**src/design/swat_pkg.sv**
```systemverilog
`default_nettype none

package swat_pkg;

  localparam int CMD_W      = 2;
  localparam int CLIENT_W   = 16;
  localparam int CHANNEL_W  = 8;
  localparam int HINT_W     = 8;
  localparam int SLOT_IDX_W = 4;
  localparam int STATUS_W   = 3;
  localparam int DEMAND_W   = 8;
  localparam int LIMIT_W    = 5;
  localparam int CFG_IDX_W  = 1;
  localparam int CFG_DATA_W = 5;

  localparam logic [DEMAND_W-1:0] DEMAND_MAX  = 8'hFF;
  localparam logic [LIMIT_W-1:0]  LIMIT_RESET = 5'd16;

  localparam logic [CMD_W-1:0] CMD_ALLOC   = 2'd0;
  localparam logic [CMD_W-1:0] CMD_CREATE  = 2'd1;
  localparam logic [CMD_W-1:0] CMD_INSTALL = 2'd2;

  localparam logic [CFG_IDX_W-1:0] CFG_SYSTEM_UP  = 1'b0;
  localparam logic [CFG_IDX_W-1:0] CFG_SLOT_LIMIT = 1'b1;

  typedef enum logic [STATUS_W-1:0] {
    ST_OK        = 3'd0,
    ST_DOWN      = 3'd1,
    ST_NOSLOT    = 3'd2,
    ST_FULL      = 3'd3,
    ST_NOINSTALL = 3'd4
  } status_t;

  typedef enum logic [1:0] {
    MODE_NOTREADY = 2'd0,
    MODE_FREE     = 2'd1,
    MODE_BUSY     = 2'd2
  } mode_t;

  typedef struct packed {
    mode_t                mode;
    logic                 has_client;
    logic [CLIENT_W-1:0]  client;
    logic [CHANNEL_W-1:0] channel;
  } slot_entry_t;

  typedef enum logic [1:0] {
    S_IDLE,
    S_WALK,
    S_FINISH
  } ctrl_state_t;

  typedef struct packed {
    logic load;
    logic walk;
    logic finish;
  } ctrl_cmd_t;

  typedef struct packed {
    logic walk_needed;
    logic walk_last;
  } dp_stat_t;

endpackage

`default_nettype wire

```
**src/design/swat_if.sv**
```systemverilog
`default_nettype none

interface swat_req_if;
  logic                           valid;
  logic                           ready;
  logic [swat_pkg::CMD_W-1:0]     command;
  logic [swat_pkg::CLIENT_W-1:0]  client_id;
  logic [swat_pkg::CHANNEL_W-1:0] channel_id;
  logic [swat_pkg::HINT_W-1:0]    slot_hint;

  modport source (output valid, command, client_id, channel_id, slot_hint, input ready);
  modport sink (input valid, command, client_id, channel_id, slot_hint, output ready);
endinterface

interface swat_rsp_if;
  logic                            valid;
  logic                            ready;
  logic [swat_pkg::STATUS_W-1:0]   status;
  logic [swat_pkg::SLOT_IDX_W-1:0] slot_index;
  logic                            newly_bound;
  logic [swat_pkg::DEMAND_W-1:0]   demand_count;
  logic                            exhausted;

  modport source (output valid, status, slot_index, newly_bound, demand_count, exhausted,
                  input ready);
  modport sink (input valid, status, slot_index, newly_bound, demand_count, exhausted,
                output ready);
endinterface

`default_nettype wire

```
**src/design/session_worker_assign_table_unit.sv**
```systemverilog
// Worker slot assignment table with create, install and allocate requests.
// Create requests, allocates while the system is down and requests on an empty table skip
// the slot search; allocate and install otherwise read one slot per cycle and stop at a match.
// The next request is taken only once the result has registered; a result not taken holds
// the unit. Reset (rst, synchronous) clears slot count, demand and exhausted mark, turns the
// system off and sets the slot limit to 16; slot contents stay.
`default_nettype none

module session_worker_assign_table_unit #(
  parameter int TABLE_DEPTH = 16
) (
  input  wire logic                             clk,
  input  wire logic                             rst,
  swat_req_if.sink                              req,
  swat_rsp_if.source                            rsp,
  input  wire logic                             cfg_write,
  input  wire logic [swat_pkg::CFG_IDX_W-1:0]   cfg_index,
  input  wire logic [swat_pkg::CFG_DATA_W-1:0]  cfg_data
);

  swat_pkg::ctrl_cmd_t cmd;
  swat_pkg::dp_stat_t  stat;

  swat_ctrl u_ctrl (
    .clk       (clk),
    .rst       (rst),
    .in_valid  (req.valid),
    .in_ready  (req.ready),
    .out_valid (rsp.valid),
    .out_ready (rsp.ready),
    .stat      (stat),
    .cmd       (cmd)
  );

  swat_dp #(
    .TABLE_DEPTH (TABLE_DEPTH)
  ) u_dp (
    .clk          (clk),
    .rst          (rst),
    .cfg_write    (cfg_write),
    .cfg_index    (cfg_index),
    .cfg_data     (cfg_data),
    .command      (req.command),
    .client_id    (req.client_id),
    .channel_id   (req.channel_id),
    .slot_hint    (req.slot_hint),
    .cmd          (cmd),
    .stat         (stat),
    .status       (rsp.status),
    .slot_index   (rsp.slot_index),
    .newly_bound  (rsp.newly_bound),
    .demand_count (rsp.demand_count),
    .exhausted    (rsp.exhausted)
  );

endmodule

`default_nettype wire

```
**src/design/swat_ctrl.sv**
```systemverilog
`default_nettype none

module swat_ctrl (
  input  wire logic                clk,
  input  wire logic                rst,
  input  wire logic                in_valid,
  output logic                     in_ready,
  output logic                     out_valid,
  input  wire logic                out_ready,
  input  wire swat_pkg::dp_stat_t  stat,
  output swat_pkg::ctrl_cmd_t      cmd
);

  swat_pkg::ctrl_state_t state, state_next;
  logic out_free;

  assign out_free = !out_valid || out_ready;

  always_ff @(posedge clk) begin
    if (rst) begin
      state <= swat_pkg::S_IDLE;
    end else begin
      state <= state_next;
    end
  end

  always_comb begin
    state_next = state;
    case (state)
      swat_pkg::S_IDLE: begin
        if (in_valid) begin
          state_next = stat.walk_needed ? swat_pkg::S_WALK : swat_pkg::S_FINISH;
        end
      end
      swat_pkg::S_WALK: begin
        if (stat.walk_last) begin
          state_next = swat_pkg::S_FINISH;
        end
      end
      swat_pkg::S_FINISH: begin
        if (out_free) begin
          state_next = swat_pkg::S_IDLE;
        end
      end
      default: begin
        state_next = swat_pkg::S_IDLE;
      end
    endcase
  end

  always_comb begin
    in_ready   = (state == swat_pkg::S_IDLE);
    cmd.load   = (state == swat_pkg::S_IDLE) && in_valid;
    cmd.walk   = (state == swat_pkg::S_WALK);
    cmd.finish = (state == swat_pkg::S_FINISH) && out_free;
  end

  // Hold the result until taken; a finishing request refills the register.
  always_ff @(posedge clk) begin
    if (rst) begin
      out_valid <= 1'b0;
    end else if (cmd.finish) begin
      out_valid <= 1'b1;
    end else if (out_ready) begin
      out_valid <= 1'b0;
    end
  end

`ifndef SYNTHESIS
  a_finish_loads: assert property (@(posedge clk) disable iff (rst)
    cmd.finish |=> out_valid && state == swat_pkg::S_IDLE)
    else $error("finished request did not produce a result");
`endif

endmodule

`default_nettype wire

```
**src/design/swat_dp.sv**
```systemverilog
`default_nettype none

module swat_dp #(
  parameter int TABLE_DEPTH = 16
) (
  input  wire logic                                clk,
  input  wire logic                                rst,
  input  wire logic                                cfg_write,
  input  wire logic [swat_pkg::CFG_IDX_W-1:0]      cfg_index,
  input  wire logic [swat_pkg::CFG_DATA_W-1:0]     cfg_data,
  input  wire logic [swat_pkg::CMD_W-1:0]          command,
  input  wire logic [swat_pkg::CLIENT_W-1:0]       client_id,
  input  wire logic [swat_pkg::CHANNEL_W-1:0]      channel_id,
  input  wire logic [swat_pkg::HINT_W-1:0]         slot_hint,
  input  wire swat_pkg::ctrl_cmd_t                 cmd,
  output swat_pkg::dp_stat_t                       stat,
  output logic [swat_pkg::STATUS_W-1:0]            status,
  output logic [swat_pkg::SLOT_IDX_W-1:0]          slot_index,
  output logic                                     newly_bound,
  output logic [swat_pkg::DEMAND_W-1:0]            demand_count,
  output logic                                     exhausted
);

  localparam int IDX_W  = (TABLE_DEPTH > 1) ? $clog2(TABLE_DEPTH) : 1;
  localparam int CNT_W  = $clog2(TABLE_DEPTH + 1);
  localparam int HCMP_W = (CNT_W > swat_pkg::HINT_W) ? CNT_W : swat_pkg::HINT_W;
  localparam int LCMP_W = (CNT_W > swat_pkg::LIMIT_W) ? CNT_W : swat_pkg::LIMIT_W;

  logic                               system_up;
  logic [swat_pkg::LIMIT_W-1:0]       slot_limit;
  logic [CNT_W-1:0]                   slot_count, slot_count_next;
  logic [swat_pkg::DEMAND_W-1:0]      demand, demand_next;
  logic                               limit_hit, limit_hit_next;

  logic [swat_pkg::CMD_W-1:0]         op;
  logic [swat_pkg::CLIENT_W-1:0]      op_client;
  logic [swat_pkg::CHANNEL_W-1:0]     op_channel;

  logic [IDX_W-1:0]                   iptr, iptr_inc, start_idx;
  logic [CNT_W-1:0]                   icnt, ccnt;
  logic                               chk_valid;
  logic [IDX_W-1:0]                   chk_idx;
  swat_pkg::slot_entry_t              rd_data;

  logic                               hit, have_free;
  logic [IDX_W-1:0]                   hit_idx, free_idx;
  swat_pkg::slot_entry_t              hit_word;

  swat_pkg::slot_entry_t              mem [TABLE_DEPTH];
  logic                               mem_we;
  logic [IDX_W-1:0]                   mem_waddr;
  swat_pkg::slot_entry_t              mem_wdata;

  logic                               is_alloc, entry_match, chk_hit, checking, full;
  swat_pkg::status_t                  res_status;
  logic [IDX_W-1:0]                   res_idx;
  logic                               res_newly;

  always_ff @(posedge clk) begin
    if (rst) begin
      system_up  <= 1'b0;
      slot_limit <= swat_pkg::LIMIT_RESET;
    end else if (cfg_write) begin
      case (cfg_index)
        swat_pkg::CFG_SYSTEM_UP:  system_up  <= cfg_data[0];
        swat_pkg::CFG_SLOT_LIMIT: slot_limit <= cfg_data;
        default: begin
        end
      endcase
    end
  end

  // Out-of-range hint starts the search at slot 0.
  assign start_idx = (HCMP_W'(slot_hint) < HCMP_W'(slot_count)) ? IDX_W'(slot_hint) : '0;
  assign iptr_inc  = (CNT_W'(iptr) + CNT_W'(1) == slot_count) ? '0 : iptr + IDX_W'(1);

  assign stat.walk_needed = (slot_count != '0) &&
                            (((command == swat_pkg::CMD_ALLOC) && system_up) ||
                             (command == swat_pkg::CMD_INSTALL));

  assign is_alloc    = (op == swat_pkg::CMD_ALLOC);
  assign entry_match = rd_data.has_client && (rd_data.client == op_client) &&
                       (rd_data.channel == op_channel);
  assign chk_hit     = is_alloc ? entry_match : (rd_data.mode == swat_pkg::MODE_NOTREADY);
  assign checking    = cmd.walk && chk_valid;
  assign stat.walk_last = checking && (chk_hit || ccnt == CNT_W'(1));

  assign full = (LCMP_W'(slot_count) >= LCMP_W'(slot_limit)) ||
                (slot_count == CNT_W'(TABLE_DEPTH));

  // Read pipeline: one slot issued per cycle, checked the cycle after.
  always_ff @(posedge clk) begin
    rd_data <= mem[iptr];
    chk_idx <= iptr;
    if (cmd.load) begin
      op         <= command;
      op_client  <= client_id;
      op_channel <= channel_id;
      iptr       <= (command == swat_pkg::CMD_ALLOC) ? start_idx : '0;
      icnt       <= slot_count;
      ccnt       <= slot_count;
      hit        <= 1'b0;
      have_free  <= 1'b0;
    end else if (cmd.walk) begin
      if (icnt != '0) begin
        iptr <= iptr_inc;
        icnt <= icnt - CNT_W'(1);
      end
      if (checking) begin
        ccnt <= ccnt - CNT_W'(1);
        if (chk_hit) begin
          hit      <= 1'b1;
          hit_idx  <= chk_idx;
          hit_word <= rd_data;
        end else if (is_alloc && !have_free && rd_data.mode == swat_pkg::MODE_FREE) begin
          have_free <= 1'b1;
          free_idx  <= chk_idx;
        end
      end
    end
  end

  always_ff @(posedge clk) begin
    if (rst) begin
      chk_valid <= 1'b0;
    end else begin
      chk_valid <= cmd.walk && (icnt != '0);
    end
  end

  always_comb begin
    res_status      = swat_pkg::ST_OK;
    res_idx         = '0;
    res_newly       = 1'b0;
    slot_count_next = slot_count;
    demand_next     = demand;
    limit_hit_next  = limit_hit;
    mem_we          = 1'b0;
    mem_waddr       = hit_idx;
    mem_wdata       = hit_word;
    case (op)
      swat_pkg::CMD_ALLOC: begin
        if (!system_up) begin
          res_status = swat_pkg::ST_DOWN;
        end else if (hit) begin
          res_idx = hit_idx;
          mem_we  = cmd.finish;
          if (hit_word.mode == swat_pkg::MODE_FREE) begin
            mem_wdata.mode = swat_pkg::MODE_BUSY;
          end
        end else if (have_free) begin
          res_idx              = free_idx;
          res_newly            = 1'b1;
          mem_we               = cmd.finish;
          mem_waddr            = free_idx;
          mem_wdata.mode       = swat_pkg::MODE_BUSY;
          mem_wdata.has_client = 1'b1;
          mem_wdata.client     = op_client;
          mem_wdata.channel    = op_channel;
        end else begin
          res_status = swat_pkg::ST_NOSLOT;
          if (!limit_hit && demand != swat_pkg::DEMAND_MAX) begin
            demand_next = demand + swat_pkg::DEMAND_W'(1);
          end
        end
      end
      swat_pkg::CMD_CREATE: begin
        demand_next = '0;
        if (full) begin
          res_status     = swat_pkg::ST_FULL;
          limit_hit_next = 1'b1;
        end else begin
          res_idx              = IDX_W'(slot_count);
          limit_hit_next       = 1'b0;
          slot_count_next      = slot_count + CNT_W'(1);
          mem_we               = cmd.finish;
          mem_waddr            = IDX_W'(slot_count);
          mem_wdata.mode       = swat_pkg::MODE_NOTREADY;
          mem_wdata.has_client = 1'b0;
          mem_wdata.client     = '0;
          mem_wdata.channel    = '0;
        end
      end
      swat_pkg::CMD_INSTALL: begin
        if (hit) begin
          res_idx        = hit_idx;
          mem_we         = cmd.finish;
          mem_wdata.mode = swat_pkg::MODE_FREE;
        end else begin
          res_status = swat_pkg::ST_NOINSTALL;
        end
      end
      default: begin
      end
    endcase
  end

  always_ff @(posedge clk) begin
    if (mem_we) begin
      mem[mem_waddr] <= mem_wdata;
    end
  end

  always_ff @(posedge clk) begin
    if (rst) begin
      slot_count <= '0;
      demand     <= '0;
      limit_hit  <= 1'b0;
    end else if (cmd.finish) begin
      slot_count <= slot_count_next;
      demand     <= demand_next;
      limit_hit  <= limit_hit_next;
    end
  end

  always_ff @(posedge clk) begin
    if (cmd.finish) begin
      status       <= res_status;
      slot_index   <= swat_pkg::SLOT_IDX_W'(res_idx);
      newly_bound  <= res_newly;
      demand_count <= demand_next;
      exhausted    <= limit_hit_next;
    end
  end

`ifndef SYNTHESIS
  a_count_bound: assert property (@(posedge clk) disable iff (rst)
    slot_count <= CNT_W'(TABLE_DEPTH))
    else $error("slot count beyond table depth");

  a_ptr_in_table: assert property (@(posedge clk) disable iff (rst)
    cmd.walk |-> CNT_W'(iptr) < slot_count)
    else $error("search pointer outside populated slots");

  a_check_budget: assert property (@(posedge clk) disable iff (rst)
    checking |-> ccnt != '0 && ccnt >= icnt)
    else $error("slot checked beyond search length");
`endif

endmodule

`default_nettype wire
```
**src/flat_wrapper.sv**
```systemverilog
// flat-port wrapper written by rule: the top's interface ports become plain ports
module session_worker_assign_table_unit_flat 
#(
  parameter int TABLE_DEPTH = 16
)
  (clk, rst, cfg_write, cfg_index, cfg_data, req_valid, req_command, req_client_id, req_channel_id, req_slot_hint, req_ready, rsp_valid, rsp_status, rsp_slot_index, rsp_newly_bound, rsp_demand_count, rsp_exhausted, rsp_ready);
  swat_req_if req_i ();
  swat_rsp_if rsp_i ();
  input  wire logic clk;
  input  wire logic rst;
  input  wire logic cfg_write;
  input  wire logic [swat_pkg::CFG_IDX_W-1:0] cfg_index;
  input  wire logic [swat_pkg::CFG_DATA_W-1:0] cfg_data;
  input wire logic [$bits(req_i.valid)-1:0] req_valid;
  input wire logic [$bits(req_i.command)-1:0] req_command;
  input wire logic [$bits(req_i.client_id)-1:0] req_client_id;
  input wire logic [$bits(req_i.channel_id)-1:0] req_channel_id;
  input wire logic [$bits(req_i.slot_hint)-1:0] req_slot_hint;
  output wire logic [$bits(req_i.ready)-1:0] req_ready;
  output wire logic [$bits(rsp_i.valid)-1:0] rsp_valid;
  output wire logic [$bits(rsp_i.status)-1:0] rsp_status;
  output wire logic [$bits(rsp_i.slot_index)-1:0] rsp_slot_index;
  output wire logic [$bits(rsp_i.newly_bound)-1:0] rsp_newly_bound;
  output wire logic [$bits(rsp_i.demand_count)-1:0] rsp_demand_count;
  output wire logic [$bits(rsp_i.exhausted)-1:0] rsp_exhausted;
  input wire logic [$bits(rsp_i.ready)-1:0] rsp_ready;
  assign req_i.valid = req_valid;
  assign req_i.command = req_command;
  assign req_i.client_id = req_client_id;
  assign req_i.channel_id = req_channel_id;
  assign req_i.slot_hint = req_slot_hint;
  assign req_ready = req_i.ready;
  assign rsp_valid = rsp_i.valid;
  assign rsp_status = rsp_i.status;
  assign rsp_slot_index = rsp_i.slot_index;
  assign rsp_newly_bound = rsp_i.newly_bound;
  assign rsp_demand_count = rsp_i.demand_count;
  assign rsp_exhausted = rsp_i.exhausted;
  assign rsp_i.ready = rsp_ready;
  session_worker_assign_table_unit #(.TABLE_DEPTH(TABLE_DEPTH)) u_core (.clk(clk), .rst(rst), .req(req_i), .rsp(rsp_i), .cfg_write(cfg_write), .cfg_index(cfg_index), .cfg_data(cfg_data));
endmodule
```
**config.mk**
```make
export PLATFORM = sky130hd
export DESIGN_NAME = session_worker_assign_table_unit_flat
export DESIGN_NICKNAME = d
export VERILOG_FILES = /design/src/design/swat_pkg.sv /design/src/design/swat_if.sv /design/src/design/session_worker_assign_table_unit.sv /design/src/design/swat_ctrl.sv /design/src/design/swat_dp.sv /design/src/flat_wrapper.sv
export SDC_FILE = /design/constraint.sdc
export NUM_CORES = 1
export LEC_CHECK = 0
export BUFFER_PORTS_ARGS = -buffer_cell sky130_fd_sc_hd__buf_2
export CORE_MARGIN = 2
export CORE_UTILIZATION = 41
export CTS_BUF_LIST = sky130_fd_sc_hd__clkbuf_8 sky130_fd_sc_hd__clkbuf_16
export CTS_CLUSTER_DIAMETER = 150
export CTS_CLUSTER_SIZE = 25
export DETAILED_ROUTE_END_ITERATION = 10
export PLACE_DENSITY_LB_ADDON = 0.25
export SETUP_SLACK_MARGIN = 0.02
export SLEW_MARGIN = 20
export SYNTH_ARGS = -nofsm -noshare
export SYNTH_HDL_FRONTEND = slang
export SYNTH_SLANG_ARGS = --single-unit
```
**constraint.sdc**
```tcl
create_clock -name clk -period 6.7 [get_ports clk]
set_input_delay 1.34 -clock clk [delete_from_list [all_inputs] [get_ports clk]]
set_output_delay 1.34 -clock clk [all_outputs]
set_load 0.03 [all_outputs]
```
# Yosys cells after proc, flatten, opt, wreduce, memory -nomap -nowiden
# Memories as Yosys holds them, arrays and structs flattened. A register that Yosys moved wholly into a read port is not among the register bits.
# Index checks and enable logic that the tools add are counted.
# totals
ff_bits	122
memories	1
elab_cells	161
out_inout_bits	19
mem_bits_rw	432
# classes
muxes	62
n_reduce_logical	40
bitwise	6
magnitude_cmp	2
n_addsub	6
eq_ne	16
# memory_table
name	depth	word_bits	rd	rd_ports_with_merged_regs	write_ports	line_no	rtl
u_core.u_dp.mem	16	27	1	1	1	swat_dp.sv:49	swat_pkg::slot_entry_t mem [TABLE_DEPTH];
# op_table
op	n
27-bit 2-to-1 mux	3
4-bit 2-to-1 mux	15
25-bit case mux with 2 select lines	1
8-bit 2-to-1 mux	4
5-bit 2-to-1 mux	6
25-bit 2-to-1 mux	1
2-bit 2-to-1 mux	11
16-bit equality test	1
8-bit case mux with 2 select lines	1
1-bit 2-to-1 mux	13
1-bit logical AND	12
2-bit case mux with 3 select lines	2
4-bit case mux with 3 select lines	1
5-bit nonzero test	2
5-bit by 1-bit subtractor with 5-bit output, second input constant	2
3-bit case mux with 3 select lines	1
3-bit AND reduction	3
8-bit by 1-bit adder with 8-bit output, second input constant	1
2-bit by 1-bit equality test with 1-bit output, second input constant	4
8-bit equality test	1
2-bit logical NOT	4
8-bit by 5-bit less-than comparator with 1-bit output	1
8-bit inequality test, second input constant	1
4-bit case mux with 2 select lines	1
other kinds (20)	40

# Longest topological paths before layout
# Gate-level depths: netlist of the first run.
# logic_depth
ltp_word	9
mapped_depth	9
ltp_nobuf	7

# Modules after synthesis
# Synthesis of the first run repeated with hierarchy kept, for this count alone.
# unflattened
cells_unflattened	1154
area_unflattened_um2	22628.0
# by_module_without_submodules
mod	cells_each	area_per_inst_um2	instances
swat_dp	1137	22467.8	1
swat_ctrl	17	160.2	1

# Worst setup path after synthesis of the first run
# No wires, ideal clock.
# synth_timing
path_type	input to register
start	input port rsp_ready
end	memory u_core.u_dp.mem[11][0] (netlist bit), enable pin
path_stages	6
setup_time_ns	0.480
t_required_ns	6.220
t_arrival_ns	5.386
slack_ns	0.833
cell_sequence	or2b_2 -> nand2_1 -> inv_1 -> clkbuf_1 -> a22oi_1 -> nor4_1
# synth_lines
item	line_no	rtl
start: declaration	flat_wrapper.sv:26	input wire logic [$bits(rsp_i.ready)-1:0] rsp_ready;
end: declaration	swat_dp.sv:49	

# Worst setup path after layout of the first run
# layout_timing
start	register u_core.u_dp.op[1] (netlist bit)
end	memory u_core.u_dp.mem[15][2] (netlist bit), enable pin
# layout_via
elab_chain_len	4
word_cells_on_any_way	7
cone_classes	eq/ne: 2; mux: 4; reduce/logical: 1
# layout_rtl
item	line_no	rtl
start: declaration	swat_dp.sv:35	logic [swat_pkg::CMD_W-1:0] op;
start signal: assignment	swat_dp.sv:96	op <= command;
2-bit equality test, or another cell as far along	swat_dp.sv:141	case (op)
1-bit case mux with 3 select lines	swat_dp.sv:141	
1-bit 2-to-1 mux	swat_dp.sv:199	if (mem_we) begin
1-bit 2-to-1 mux (implied by the code)	swat_dp.sv:200	mem[mem_waddr] <= mem_wdata;
# Parallel ways exist; a longest one is shown, timed or not.

==> results of run 1 <==
-- worst register-to-register path, stage by stage, from the launching register on --
cell,delay [ns]
edfxtp_1,0.57
and2b_1,0.57
nand3_1,0.32
a211oi_1,0.63
a221oi_1,0.15
buf_4,0.23
nor4_2,0.70
buf_4,0.46
-- state kept, by name (all words and copies together), names as in the netlist, 4 cells and up --
name / cells
u_core.u_dp.icnt: 5
u_core.u_dp.mem: 432
u_core.u_dp.slot_count: 5
u_core.u_dp.free_idx: 4
u_core.u_dp.hit_idx: 4
u_core.u_dp.slot_index: 4
u_core.u_dp.chk_idx: 4
u_core.u_dp.demand: 8
u_core.u_dp.slot_limit: 5
u_core.u_dp.demand_count: 8
u_core.u_dp.op_client: 16
u_core.u_dp.ccnt: 5
u_core.u_dp.hit_word: 27
u_core.u_dp.rd_data: 27
u_core.u_dp.iptr: 4
u_core.u_dp.op_channel: 8
-- final timing paths --
| check | start | to |
|---|---|---|
| min | u_core.u_dp.chk_idx[3] | u_core.u_dp.hit_idx[3] |
| max reg2reg | u_core.u_dp.op[1] | u_core.u_dp.mem[15][2] |
| min reg2reg | u_core.u_dp.chk_idx[3] | u_core.u_dp.hit_idx[3] |
| max | u_core.u_dp.op[1] | u_core.u_dp.mem[15][2] |
-- synth_stat cells, types with 10 or more instances --
library cell	count	area share
o21ai_0	16	0.0035
nand3_1	16	0.0035
dfxtp_1	57	0.050
mux4_2	135	0.13
buf_2	10	0.0022
xnor2_1	33	0.013
a22o_1	24	0.0092
inv_1	23	0.0038
edfxtp_1	524	0.69
a21oi_1	37	0.0081
nor4_1	20	0.0055
buf_1	11	0.0018
nand2_1	30	0.0050
nand4_1	12	0.0033
ha_1	17	0.0094
clkbuf_1	26	0.0043
nor2_1	47	0.0078
-- cells by family after synthesis --
logic type,count (synthesis)
flops,581
buf+inv,75
fa+ha+maj,17
simple gates,173
mux,137
compound gates,136
xor+xnor,42
-- routing by layer --
layer  up-vias  routed length (um)  track usage  share of wire
li1       4916                   -            -              -
met1      6076               24250       0.2889           0.47
met2       380               22570       0.2630           0.44
met3        61                3266      0.02259          0.064
met4         2                1215      0.04489          0.024
met5         -                   9            0        0.00018
-- power groups by stage --
stage	Combinational (mW)	Sequential (mW)	Clock, mW
global placement	0.613	4.15	0
floorplan	0.401	4.14	0
detailed placement	0.619	4.16	0
CTS	0.620	4.07	1.91
global route	0.652	4.08	2.03
finish	0.613	4.07	1.85
-- layout make-up --
cell class / count / share of cell area
clock inverter: 22 / 0.004614
tap: 748 / 0.03752
clock buffer: 27 / 0.02708
multi-input combinational: 505 / 0.2263
sequential: 581 / 0.6765
inverter: 23 / 0.003461
antenna: 1 / 0.0001003
timing repair buffer: 98 / 0.02448
-- stage by stage --
step | instance area (um2) | worst slack, ns | hold WS, ns
2_1_floorplan | 22730 | 0.8334 | 0.3721
5_1_grt | 24940 | 2.485 | 0.4433
6_report | 24950 | 2.727 | 0.4361
3_5_place_dp | 24120 | 2.804 | 0.4142
3_3_place_gp | 24120 | 2.913 | 0.4066
4_1_cts | 24910 | 2.768 | 0.4391
==> results_dict.tcl, run 1 <==
set metrics [dict create \
    synth_fa_ha_area_frac 0.009357 \
    critPathKind "register to register" \
    cpPeakStageDelay_ns 0.70 \
    crit_family "simple AND/OR/NAND/NOR gates" \
    clkPwrFrac 0.283 \
    peakVddDrop_uv 190.3 \
    via_per_inst 5.703 \
    finalSetupViolCount 0 \
    p_per_area_nw_per_um2 262.0 \
    reg2reg_slack_ns 2.73 \
    critical-path-top-cell-by-count "buf_4" \
    cts_tree "yes" \
    fin_crit_ns 3.973 \
    synthCells 1161 \
    synth_edf_count 524 \
    grt_use_total 0.1810 \
    report.final.slew_viol_count 0 \
    cts_buffers 27 \
    p_sw_frac 0.2310 \
    antenna_found_initial 3 \
    min_period_over_period 0.5930 \
    ys_seq_area_frac 0.7424 \
    pwr-share-comb 0.094 \
    die_h_um 239.5 \
    drtIter0Drc 1208 \
    coreArea_um2 54990 \
    cp.required_ns 6.96 \
    synth_top_family_by_area "multiplexers" \
    startpoint_type "register" \
    yosys_warnings 0 \
    syn-num-nets 1223 \
    clock.fmax_mhz 251.7 \
    switching_power_mw 1.510 \
    drc 0 \
    ioPinCount 64 \
    fin_setup_tns_ns 0 \
    wl_per_cell_um 25.59 \
    min_path_type "register to register" \
    fin_total_pwr_mw 6.536 \
    async_flop_share 0 \
    grt_pass1_wl_mm 75.69 \
    crit_slowest_cell "nor4_2" \
    cts_setup_buffers 0 \
    fin_cells 2005 \
    placed_cells 1954 \
    power.internal_mw 5.026 \
    synth_area_um2 22730 \
    post_cts_resized 0 \
    register_area_um2 16880 \
    clock_latency_ns 0.61 \
    multi_input_area_um2 5644 \
    syn_avg_cell_area_um2 19.58 \
    muxShareOfSynthArea 0.1346 \
    crit_chain "and2b_1, nand3_1, a211oi_1, a221oi_1, buf_4, nor4_2, buf_4" \
    num_rows 86 \
    rsz0062_at_grt "no" \
    slew_headroom 0.2664 \
    htree_levels 1 \
    finalHoldViolations 0 \
    power.leakage_nw 7.926 \
    p_seq_frac 0.623 \
    path_max_fanout 23 \
    synth_seq_cells 581 \
    area_delta_synth_final_pct 9.742 \
    postLayoutCoreUtil 0.4537 \
    clockBufferDepth 3 \
    path_depth 7 \
    cts_hold_buf 0 \
    die_area_um2 57340 \
    port-buffer-count 63 \
    drive_gt1_frac 0.2365 \
    cts-root-buf "clkbuf_16" \
    worstMarginPinSlew_ns 1.100 \
    cts.clk_slew.worst_paths_ns 0.10 \
    drv_cap 0 \
    yosys.area_share.xor_xnor 0.01618 \
    clock_skew_ns 0.02228 \
    layout_common_cells "524 x edfxtp_1, 135 x mux4_2, 63 x buf_2" \
    ys_types 70 \
    grt_pass1_vias 11310 \
    r2r_cells 7 \
    grt_max_degree 114 \
    gp_congestion 0.8800 \
    crit_arrival_ns 4.24 \
    cts_num_sinks 581 \
    synth-compound-area-share 0.04282 \
    grt-ovfl-total 0 \
    cp_num_buf_inv 2 \
    synthSimpleGateAreaFrac 0.04035 \
    fillers 4659 \
    dpl.hpwl_mm 33.26 \
    start_util 0.4134 \
    synth_ff_type "edfxtp_1" \
    final_common_cell "edfxtp_1" \
    first_pass_iters 5 \
    worst_setup_path_end_kind "register" \
    status "complete, no violations" \
    routed_wirelength_mm 51.31 \
    nNetsFinal 1298 \
    vias 11440 \
    antenna_left 0 \
    die_w_um 239.5 \
    whs_path_depth 0 \
]
(Power assumes the default switching activity.)
==> run 2, diff against run 1 <==
Clock period 6.7 ns to 3.7 ns, I/O delays scaled along.
==> run 2 against run 1 <==
Compared with the run above: maximum frequency up 13%; critical path type unchanged; register-to-register slack worse by 2.6 ns; sequential cell count unchanged; critical path depth unchanged; power up 81%; highest routed layer is now met4; utilization up 0.58 points; sequential share of layout area down 0.85 points; combinational power up 79%.
==> results_dict.tcl, run 2 (synthesis results as in run 1) <==
set metrics [dict create \
    drtIter0Drc 1012 \
    cts_num_sinks 581 \
    fin_crit_ns 3.523 \
    die_w_um 239.5 \
    cpPeakStageDelay_ns 0.73 \
    top_regs "u_core.u_dp.mem x432, u_core.u_dp.hit_word x27, u_core.u_dp.rd_data x27" \
    gp_congestion 0.8226 \
    coreArea_um2 54990 \
    diodes 0 \
    grt_pass1_wl_mm 73.80 \
    cts_hold_buf 0 \
    start_util 0.4134 \
    htree_levels 1 \
    via_per_inst 5.559 \
    switching_power_mw 2.710 \
    grt_max_degree 110 \
    crit_family "compound AO/OA/AOI/OAI gates" \
    p_per_area_nw_per_um2 467.7 \
    clock.fmax_mhz 283.8 \
    fillers 4667 \
    crit_chain "ha_1, a21oi_1, nand3_1, a21o_1, a311o_1, nor4_4, buf_4" \
    largest_reg_flops 432 \
    rsz0062_at_grt "no" \
    cts_tree "yes" \
    crit_arrival_ns 3.78 \
    slew_headroom 0.1895 \
    antenna_found_initial 0 \
    report.final.slew_viol_count 0 \
    power.internal_mw 9.106 \
    clock_latency_ns 0.60 \
    wl_per_cell_um 24.43 \
    whs_path_depth 1 \
    min_path_type "input port to register" \
    top_register "u_core.u_dp.mem" \
    layout_common_cells "524 x edfxtp_1, 135 x mux4_2, 63 x buf_2" \
    grt_use_total 0.1747 \
    grt-ovfl-total 0 \
    routed_wirelength_mm 49.53 \
    drc 0 \
    first_pass_iters 5 \
    die_area_um2 57340 \
    dpl.hpwl_mm 33.37 \
    clockBufferDepth 3 \
    drv_cap 0 \
    die_h_um 239.5 \
    cp.required_ns 3.96 \
    nNetsFinal 1320 \
    min_period_over_period 0.9522 \
    num_rows 86 \
    path_max_fanout 27 \
    worstMarginPinSlew_ns 1.213 \
    pwr-share-comb 0.093 \
    final_common_cell "edfxtp_1" \
    p_sw_frac 0.2293 \
    port-buffer-count 63 \
    crit_slowest_cell "a311o_1" \
    finalHoldViolations 0 \
    grt_pass1_vias 11330 \
    drive_gt1_frac 0.2510 \
    antenna_left 0 \
    peakVddDrop_uv 350.4 \
    p_seq_frac 0.625 \
    postPlaceCellArea_um2 24480 \
    status "complete, no violations" \
    cts.clk_slew.worst_paths_ns 0.11 \
    fin_area_um2 25260 \
    fin_total_pwr_mw 11.82 \
    startpoint_type "register" \
    cts_buffers 27 \
    power.leakage_nw 8.091 \
    critPathKind "register to register" \
    cts_setup_buffers 0 \
    ioPinCount 64 \
    path_depth 7 \
    vias 11270 \
    cp_num_buf_inv 1 \
    clkPwrFrac 0.282 \
    register_area_um2 16880 \
    clock_skew_ns 0.02908 \
    area_delta_synth_final_pct 11.14 \
    post_cts_resized 0 \
    worst_setup_path_end_kind "register" \
    finalSetupViolCount 0 \
    postLayoutCoreUtil 0.4595 \
    multi_input_area_um2 5801 \
    cts-root-buf "clkbuf_16" \
    r2r_cells 7 \
]
==> run 2: worst reg2reg max path, stage by stage, from the launching register on <==
cell and delay, ns:
dfxtp_1 0.52, ha_1 0.31, a21oi_1 0.19, nand3_1 0.23, a21o_1 0.42, a311o_1 0.73
nor4_4 0.38, buf_4 0.41
==> run 2: routing by layer <==
metal | routed length (um) | global-route usage | vias up
met3 | 2921 | 0.02916 | 59
met1 | 23420 | 0.2673 | 5938
met5 | 0 | 0 | -
li1 | - | - | 4966
met2 | 22140 | 0.2636 | 305
met4 | 1049 | 0.03883 | 0
==> run 2: power groups by stage <==
| stage | logic [mW] | registers (mW) | clock network (mW) |
|---|---|---|---|
| 2_1_floorplan | 0.738 | 7.50 | 0 |
| 3_3_place_gp | 1.10 | 7.52 | 0 |
| 3_5_place_dp | 1.11 | 7.53 | 0 |
| 4_1_cts | 1.12 | 7.38 | 3.46 |
| 5_1_grt | 1.18 | 7.40 | 3.67 |
| 6_report | 1.10 | 7.38 | 3.33 |
==> run 2: worst paths after layout <==
check	from	endpoint	slack [ns]
setup / recovery	u_core.u_dp.slot_count[4]	u_core.u_dp.mem[4][21]	0.18
hold / removal	req_channel_id[3]	u_core.u_dp.op_channel[3]	0.31
setup reg to reg	u_core.u_dp.slot_count[4]	u_core.u_dp.mem[4][21]	0.18
hold reg to reg	u_core.u_dp.chk_idx[3]	u_core.u_dp.hit_idx[3]	0.43
==> run 2: area by class of cell <==
| cell class | count | area share |
|---|---|---|
| tap | 748 | 0.03705 |
| sequential | 581 | 0.6680 |
| clock buffer | 27 | 0.02674 |
| timing repair buffer | 120 | 0.03090 |
| clock inverter | 23 | 0.004259 |
| multi-input combinational | 505 | 0.2296 |
| inverter | 23 | 0.003417 |
==> run 2: stage by stage <==
step                std cells  setup WS, ns  hold WS (ns)  setup TNS, ns
floorplan                1161       -0.5633        0.3721        -121.68
global placement         1977        0.3846        0.4047              0
detailed placement       1977        0.2771        0.4117              0
CTS                      2027        0.2536        0.2836              0
global route             2027       0.04157        0.2814              0
finish                   2027        0.1769        0.3144              0
